## src/apcs_pkg.sv

```systemverilog
package apcs_pkg;

	localparam int MAX_ACTORS_DEF = 8;
	localparam int COORD_BITS_DEF = 16;
	localparam int IDX_BITS = 3;

	typedef struct packed {
		logic signed [15:0] rect_left;
		logic signed [15:0] rect_right;
		logic signed [15:0] rect_top;
		logic signed [15:0] rect_bottom;
		logic signed [15:0] circle_x;
		logic signed [15:0] circle_y;
		logic [14:0] circle_radius;
		logic last_actor;
	} actor_req_t;

	typedef struct packed {
		logic pair_valid;
		logic [2:0] first_index;
		logic [2:0] second_index;
		logic first_shape;
		logic second_shape;
		logic overflow;
		logic last_result;
	} scan_res_t;

	// Kinds of hit that a pair test can report.
	typedef enum logic [1:0] {
		HIT_NONE = 2'd0,
		HIT_RR = 2'd1,
		HIT_CR = 2'd2,
		HIT_CC = 2'd3
	} hit_t;

endpackage

```

## src/apcs_cell.sv

```systemverilog
// One storage cell of the actor chain. During load, records shift in from
// the left neighbor; during the scan the chain rotates one place per cycle while shift is high.
module apcs_cell (
	input logic clk,
	input logic shift,
	input apcs_pkg::actor_req_t din,
	output apcs_pkg::actor_req_t dout
);

	apcs_pkg::actor_req_t rec_q;

	// Payload register, no reset needed.
	always_ff @(posedge clk) begin
		if (shift) begin
			rec_q <= din;
		end
	end

	assign dout = rec_q;

endmodule

```

## src/apcs_test.sv

```systemverilog
// Two-stage pair test: stage one forms the distance magnitudes and the radius sum, stage two
// squares and compares. Every product is at most 16 by 16 bits.
module apcs_test (
	input logic clk,
	input logic en,
	input apcs_pkg::actor_req_t a,
	input apcs_pkg::actor_req_t b,
	output apcs_pkg::hit_t hit
);

	logic rr_c;
	logic [15:0] cr_dx_c, cr_dy_c, cc_dx_c, cc_dy_c;
	logic [15:0] sum_c;
	logic rr_s1;
	logic [15:0] cr_dx_s1, cr_dy_s1, cc_dx_s1, cc_dy_s1;
	logic [14:0] ra_s1;
	logic [15:0] sum_s1;
	logic [31:0] cr_px, cr_py, cc_px, cc_py, cc_r;
	logic [29:0] cr_r;
	logic [32:0] cr_d, cc_d;

	// Rectangle overlap, and distances from circle a to the nearest point of rectangle b
	// and to the center of circle b, all as magnitudes.
	always_comb begin
		rr_c = !(a.rect_left > b.rect_right) && !(a.rect_top > b.rect_bottom) &&
			!(a.rect_right < b.rect_left) && !(a.rect_bottom < b.rect_top);
		if (a.circle_x > b.rect_right) cr_dx_c = 16'(17'(a.circle_x) - 17'(b.rect_right));
		else if (a.circle_x < b.rect_left) cr_dx_c = 16'(17'(b.rect_left) - 17'(a.circle_x));
		else cr_dx_c = '0;
		if (a.circle_y < b.rect_top) cr_dy_c = 16'(17'(b.rect_top) - 17'(a.circle_y));
		else if (a.circle_y > b.rect_bottom) cr_dy_c = 16'(17'(a.circle_y) - 17'(b.rect_bottom));
		else cr_dy_c = '0;
		if (a.circle_x > b.circle_x) cc_dx_c = 16'(17'(a.circle_x) - 17'(b.circle_x));
		else cc_dx_c = 16'(17'(b.circle_x) - 17'(a.circle_x));
		if (a.circle_y > b.circle_y) cc_dy_c = 16'(17'(a.circle_y) - 17'(b.circle_y));
		else cc_dy_c = 16'(17'(b.circle_y) - 17'(a.circle_y));
		sum_c = 16'(a.circle_radius) + 16'(b.circle_radius);
	end

	always_ff @(posedge clk) begin
		if (en) begin
			rr_s1 <= rr_c;
			cr_dx_s1 <= cr_dx_c;
			cr_dy_s1 <= cr_dy_c;
			cc_dx_s1 <= cc_dx_c;
			cc_dy_s1 <= cc_dy_c;
			ra_s1 <= a.circle_radius;
			sum_s1 <= sum_c;
		end
	end

	// Exact squared distances against squared radii.
	always_comb begin
		cr_px = 32'(cr_dx_s1) * 32'(cr_dx_s1);
		cr_py = 32'(cr_dy_s1) * 32'(cr_dy_s1);
		cc_px = 32'(cc_dx_s1) * 32'(cc_dx_s1);
		cc_py = 32'(cc_dy_s1) * 32'(cc_dy_s1);
		cr_d = 33'(cr_px) + 33'(cr_py);
		cc_d = 33'(cc_px) + 33'(cc_py);
		cr_r = 30'(ra_s1) * 30'(ra_s1);
		cc_r = 32'(sum_s1) * 32'(sum_s1);
		if (rr_s1) hit = apcs_pkg::HIT_RR;
		else if (cr_d <= 33'(cr_r)) hit = apcs_pkg::HIT_CR;
		else if (cc_d <= 33'(cc_r)) hit = apcs_pkg::HIT_CC;
		else hit = apcs_pkg::HIT_NONE;
	end

endmodule

```

## src/all_pairs_collision_scan.sv

```systemverilog
// Load: one actor request per cycle while loading; no result until the last one.
// Scan: with n >= 2 stored actors the chain makes n*(n-1) rotation steps plus one flush step,
// and the done result is registered after the flush; with n < 2 no scan runs.
// A stalled result freezes the whole scan.
// Loading reopens as soon as the done result is registered.
// Reset (arst_n low) clears the count, drop flag, sequencer and output valid.
module all_pairs_collision_scan #(
	parameter int MAX_ACTORS = apcs_pkg::MAX_ACTORS_DEF
) (
	input logic clk,
	input logic arst_n,
	input logic in_valid,
	output logic in_ready,
	input apcs_pkg::actor_req_t in_data,
	output logic out_valid,
	input logic out_ready,
	output apcs_pkg::scan_res_t out_data
);

	localparam int CW = $clog2(MAX_ACTORS + 1);
	localparam int AW = $clog2(MAX_ACTORS);
	localparam int IW = apcs_pkg::IDX_BITS;

	typedef enum logic [2:0] {
		ST_LOAD = 3'b001,
		ST_SCAN = 3'b010,
		ST_DONE = 3'b100
	} state_t;

	state_t state_q;
	logic [CW-1:0] count_q, i_q, p_q;
	logic dropped_q, flush_q;
	logic pv_s1;
	logic [IW-1:0] pi_s1, pj_s1;
	apcs_pkg::actor_req_t chain [MAX_ACTORS];
	apcs_pkg::actor_req_t cell_in [MAX_ACTORS];
	apcs_pkg::actor_req_t head_q, feed;
	apcs_pkg::scan_res_t pair_res, done_res;
	apcs_pkg::hit_t hit;
	logic load_fire, full, shift, step, out_free, pair_hit, done_emit;

	assign in_ready = (state_q == ST_LOAD);
	assign load_fire = in_valid && in_ready;
	assign full = (count_q == CW'(MAX_ACTORS));
	assign out_free = !out_valid || out_ready;
	// The chain rotates and the test pipe moves only while the result slot can take a hit.
	assign step = (state_q == ST_SCAN) && out_free;
	assign shift = (load_fire && !full) || step;
	// New records enter cell 0. While scanning, the last occupied cell feeds back; after
	// r rotations it holds actor r mod n, which is the actor that p_q names.
	assign feed = (state_q == ST_LOAD) ? in_data : chain[AW'(count_q - CW'(1))];

	// Cell chain: entry k holds the actor loaded k places ago.
	genvar g;
	generate
		for (g = 0; g < MAX_ACTORS; g++) begin : g_cell
			if (g == 0) begin : g_first
				assign cell_in[g] = feed;
			end else begin : g_next
				assign cell_in[g] = chain[g-1];
			end
			apcs_cell u_cell (
				.clk(clk),
				.shift(shift),
				.din(cell_in[g]),
				.dout(chain[g])
			);
		end
	endgenerate

	// Head register holds actor i while the later actors pass by on the feed.
	apcs_test u_test (.clk(clk), .en(step), .a(head_q), .b(feed), .hit(hit));

	// Sequencer: for each first actor i, p sweeps the feed over all n actors; actor i is
	// captured as head at p == i and tested against every later p. One flush step drains
	// the test pipe after the last pair.
	always_ff @(posedge clk or negedge arst_n) begin
		if (!arst_n) begin
			state_q <= ST_LOAD;
			count_q <= '0;
			dropped_q <= 1'b0;
			flush_q <= 1'b0;
			i_q <= '0;
			p_q <= '0;
			pv_s1 <= 1'b0;
		end else begin
			unique case (state_q)
				ST_LOAD: begin
					if (load_fire) begin
						if (!full) count_q <= count_q + CW'(1);
						else dropped_q <= 1'b1;
						if (in_data.last_actor) begin
							i_q <= '0;
							p_q <= '0;
							flush_q <= 1'b0;
							pv_s1 <= 1'b0;
							// With at most one stored actor there are no pairs.
							if (count_q == '0) state_q <= ST_DONE;
							else state_q <= ST_SCAN;
						end
					end
				end
				ST_SCAN: begin
					if (out_free) begin
						pv_s1 <= (p_q > i_q) && !flush_q;
						if (flush_q) begin
							flush_q <= 1'b0;
							state_q <= ST_DONE;
						end else if (p_q == count_q - CW'(1)) begin
							if (i_q == count_q - CW'(2)) begin
								flush_q <= 1'b1;
							end else begin
								p_q <= '0;
								i_q <= i_q + CW'(1);
							end
						end else begin
							p_q <= p_q + CW'(1);
						end
					end
				end
				ST_DONE: begin
					if (out_free) begin
						state_q <= ST_LOAD;
						count_q <= '0;
						dropped_q <= 1'b0;
					end
				end
				default: state_q <= ST_LOAD;
			endcase
		end
	end

	// Pair indices travel beside the test pipe.
	always_ff @(posedge clk) begin
		if (step) begin
			pi_s1 <= IW'(i_q);
			pj_s1 <= IW'(p_q);
		end
	end

	// Head register: captured when the feed presents actor i.
	always_ff @(posedge clk) begin
		if (step && (p_q == i_q)) head_q <= feed;
	end

	// Result contents for a pair hit and for the done marker.
	always_comb begin
		pair_res = '0;
		pair_res.pair_valid = 1'b1;
		pair_res.first_index = pi_s1;
		pair_res.second_index = pj_s1;
		pair_res.first_shape = (hit != apcs_pkg::HIT_RR);
		pair_res.second_shape = (hit == apcs_pkg::HIT_CC);
		done_res = '0;
		done_res.overflow = dropped_q;
		done_res.last_result = 1'b1;
	end

	assign pair_hit = step && pv_s1 && (hit != apcs_pkg::HIT_NONE);
	assign done_emit = (state_q == ST_DONE) && out_free;

	// Result register valid flag.
	always_ff @(posedge clk or negedge arst_n) begin
		if (!arst_n) begin
			out_valid <= 1'b0;
		end else if (pair_hit || done_emit) begin
			out_valid <= 1'b1;
		end else if (out_ready) begin
			out_valid <= 1'b0;
		end
	end

	// Result register payload.
	always_ff @(posedge clk) begin
		if (pair_hit) out_data <= pair_res;
		else if (done_emit) out_data <= done_res;
	end

endmodule

```

## config.mk

```make
export PLATFORM = sky130hd
export DESIGN_NAME = all_pairs_collision_scan
export DESIGN_NICKNAME = d
export VERILOG_FILES = /design/src/apcs_pkg.sv /design/src/apcs_cell.sv /design/src/apcs_test.sv /design/src/all_pairs_collision_scan.sv
export SDC_FILE = /design/constraint.sdc
export NUM_CORES = 2
export LEC_CHECK = 0
export ABC_CLOCK_PERIOD_IN_PS = 34700
export BUFFER_PORTS_ARGS = -buffer_cell sky130_fd_sc_hd__buf_2
export CORE_ASPECT_RATIO = 1.75
export CORE_MARGIN = 2
export CORE_UTILIZATION = 45
export DETAILED_ROUTE_END_ITERATION = 8
export HOLD_SLACK_MARGIN = 0.15
export PLACE_DENSITY = 0.58
export SLEW_MARGIN = 20
export SYNTH_ARGS = -nofsm -noshare
export SYNTH_HDL_FRONTEND = slang
export SYNTH_SLANG_ARGS = --single-unit
```

## constraint.sdc

```tcl
create_clock -name clk -period 34.7 [get_ports clk]
set_input_delay 8.675 -clock clk [delete_from_list [all_inputs] [get_ports clk]]
set_output_delay 8.675 -clock clk [all_outputs]
set_load 0.05 [all_outputs]
```

==> summary.txt <==
Run status
  – Status: finished clean

Global route
  – Met3 usage: 0.0199
  – Gr busiest metal: met2
  – Total congestion overflow: 0
  – First-pass GRT wire length: around 380000 um
  – Pin count of the biggest net entering global routing: 194
  – Vias in the first global route: ~65000
  – GR Util met2: 0.444
  – GR Util met1: 0.254
  – All-Layer GR Usage: 0.235
  – Initial antenna violation count: 12

Critical path
  – R2R setup slack: roughly 23 ns
  – CP arrival: about 13 ns
  – Reg2reg start: u_test.cr_dy_s1[2]
  – Startpoint Class: primary input
  – Crit-path max FO: between 150 and 200
  – CP Capture Type: flop
  – Worst r2r path cells: 32
  – FF-to-FF End: out_data[4]
  – Worst Path Required: 35.07 ns
  – Type of the worst setup path: in2reg

Job
  – Max-cap violations: 0

Detailed routing
  – Initial DRT Pass Iterations: 6
  – Vias/cell: 5.36
  – Via count: around 58000
  – 1st-iter DRT viols: between 3000 and 4000
  – Wire per inst: roughly 22 um
  – Residual DRC: 0
  – Antenna-violating nets left: 0
  – Drt total wl: 244000 um

STA
  – FMAX: roughly 82 MHz
  – Worst slew pin tran: ~1.2 ns
  – Setup TNS: 0 ns
  – Period utilization: 0.353
  – Slew headroom: 0.200
  – Final slew viol count: 0
  – Fin. Hold Viols: 0
  – Setup-failing EPs final: 0
  – Layout Skew: approximately 0.12 ns
  – Min cycle time layout: 12.25 ns
  – RSZ-0062 raised after global routing: false

Worst hold path
  – WHS Path Cells: 0
  – Worst Hold Endpoint: g_cell[2].u_cell.dout[70]
  – Worst hold path type: reg2reg
  – Hold path start: g_cell[1].u_cell.dout[70]

Finish
  – # fillers: around 19000
  – Area Overhead vs Synth: 7.97%
  – Multi-input logic area: between 50000 and 60000 um^2
  – Fin nets: ~10000
  – Register area: between 30000 and 40000 um^2
  – Share of post-route cells with drive strength above 1: 0.0816

Synthesis
  – Post-synthesis cell type count: 97
  – Syn Std Cell Area: roughly 95000 um^2
  – Yosys top cell area share: 0.351
  – Cells after Synth: slightly below 8000
  – #FFs+latches synth: approximately 1100
  – Post-synth top area cell: edfxtp_1
  – Ys Warns: 0
  – Asr flop ratio synth: 0.0168
  – Mapped Nets: 9968
  – EDFF count, synth: 1109
  – Sequential share of the synthesized area: 0.357
  – Synth Flop Type: edfxtp_1
  – Mean Syn Cell Area: approximately 12 um^2
  – Largest cells by area after synthesis: edfxtp_1, fa_1, ha_1

Placed design
  – Port Buffers: about 130
  – Detailed Place HPWL: approximately 190000 um
  – RePlAce Congestion: approximately 0.90

Clocking
  – CTS Buf Count: 106
  – Clock buffer depth: 3
  – Clk sinks: 1131
  – Post-CTS Setup Repair Bufs: 0
  – CTS-repair resized insts: 0
  – Clock-pin slew on the worst setup and hold paths: ~0.06 ns
  – Cts hold-fix bufs: 0
  – TritonCTS clock tree: done
  – CTS H-tree depth: 3
  – Clock Root Buffer: clkbuf_16
  – Worst skew pair latency: about 0.78 ns

Floorplan
  – Die ar.: 214000 um^2
  – # rows: 222
  – Die Ht: 611 um
  – Initial core utilization: 0.453
  – Core Area: 209000 um^2
  – Top Ports: about 130
  – Width of the die: roughly 350 um
## cells by family (layout without fill, tap and decap cells)
logic type | after synthesis | after routing | synth area share
other | 0 | 3 | 0
adder cells (fa/ha/maj) | 1947 | 1947 | 0.343
flip-flops | 1131 | 1131 | 0.357
AO/OA/AOI/OAI | 853 | 853 | 0.0578
XOR/XNOR | 245 | 245 | 0.0226
AND/OR/NAND/NOR | 1500 | 1500 | 0.0774
buffers and inverters | 1870 | 2049 | 0.0747
multiplexers | 359 | 359 | 0.0673
## metal layers
metal / up-vias / routed length, um
met5: - / 34
met4: 6 / 16300
met3: 493 / 7350
met2: 1232 / 135000
met1: 30200 / 85700
li1: 26500 / -
## layout make-up
type	instances	area share
antenna	3	0.0000734
clock buffer	127	0.0267
clock inverter	70	0.00856
inverter	1649	0.0606
multi-input combinational	4904	0.527
sequential	1131	0.331
tap	2800	0.0342
timing repair buffer	203	0.0124
## Yosys cell counts, types with 40 or more instances
cell type / count
and2_1: 321
nand4_1: 48
xnor2_1: 162
mux4_2: 222
clkbuf_1: 161
nand2b_1: 40
nand3_1: 56
nand2_1: 449
xor2_1: 83
fa_1: 1086
edfxtp_1: 1109
nor2b_1: 61
nor3_1: 58
mux2i_1: 128
a21o_1: 121
ha_1: 861
o21ai_0: 143
inv_1: 1647
a21oi_1: 309
nor2_1: 355
## critical path, cell delays in order
cell,delay [ns]
buf_2,0.08
nand2b_1,0.24
nand2_1,0.26
nand2_4,0.58
buf_12,0.67
buf_4,0.87
buf_12,0.61
## stage by stage
step | setup WS, ns | hold slack (ns) | instances | util | area (um^2)
after floorplan | 5.22 | 0.421 | 7905 | - | 94800
after global placement | 21.94 | 0.423 | 10700 | 0.472 | 98700
after detailed placement | 21.74 | 0.428 | 10700 | 0.472 | 98700
after CTS | 22.56 | 0.340 | 10900 | 0.489 | 102000
after global routing | 22.23 | 0.368 | 10900 | 0.489 | 102000
final | 22.45 | 0.353 | 10900 | 0.489 | 102000
## how the worst max path moves through the flow
stage / start / to / cells past startpoint / slack, ns
6_report: out_ready / g_cell[7].u_cell.dout[38] / 7 / 22.45
5_1_grt: out_ready / g_cell[7].u_cell.dout[43] / 7 / 22.23
4_1_cts: out_ready / g_cell[0].u_cell.dout[107] / 7 / 22.56
3_5_place_dp: out_ready / g_cell[7].u_cell.dout[35] / 7 / 21.74
3_3_place_gp: in_data[27] / u_test.cc_dy_s1[14] / 12 / 21.94
2_1_floorplan: out_ready / g_cell[0].u_cell.dout[100] / 3 / 5.22
## state kept, by name (all words and copies together), names as in the netlist, 11 cells and up
| signal | cells |
|---|---|
| g_cell.u_cell.dout | 888 |
| head_q | 111 |
| out_data | 11 |
| u_test.cc_dx_s1 | 16 |
| u_test.cc_dy_s1 | 16 |
| u_test.cr_dx_s1 | 16 |
| u_test.cr_dy_s1 | 16 |
| u_test.ra_s1 | 15 |
| u_test.sum_s1 | 16 |
## cell usage in the layout, fill, tap and decap left out, types with 14 or more instances in the layout
cell type,count
inv_1,1645
edfxtp_1,1109
buf_2,128
nor2b_1,61
a21oi_1,309
xor2_1,82
nand3_1,56
o21a_1,27
nand4_1,48
and3_1,25
nand2_1,448
nor3_1,58
buf_4,70
a31oi_1,21
o21bai_1,27
mux2i_1,128
fa_1,1086
bufinv_16,14
clkbuf_1,21
or2_2,18
clkinv_2,20
and2_1,320
o21ai_0,143
mux4_2,222
ha_1,860
o22ai_1,14
a21o_1,121
a211oi_1,20
xnor2_1,162
clkbuf_16,106
clkinv_1,19
nand2b_1,40
a22o_1,15
nor2_1,354
dfrtp_1,17
Power is not shown: default switching activity piles up to over one toggle a cycle in this logic, so the estimate is an artifact.
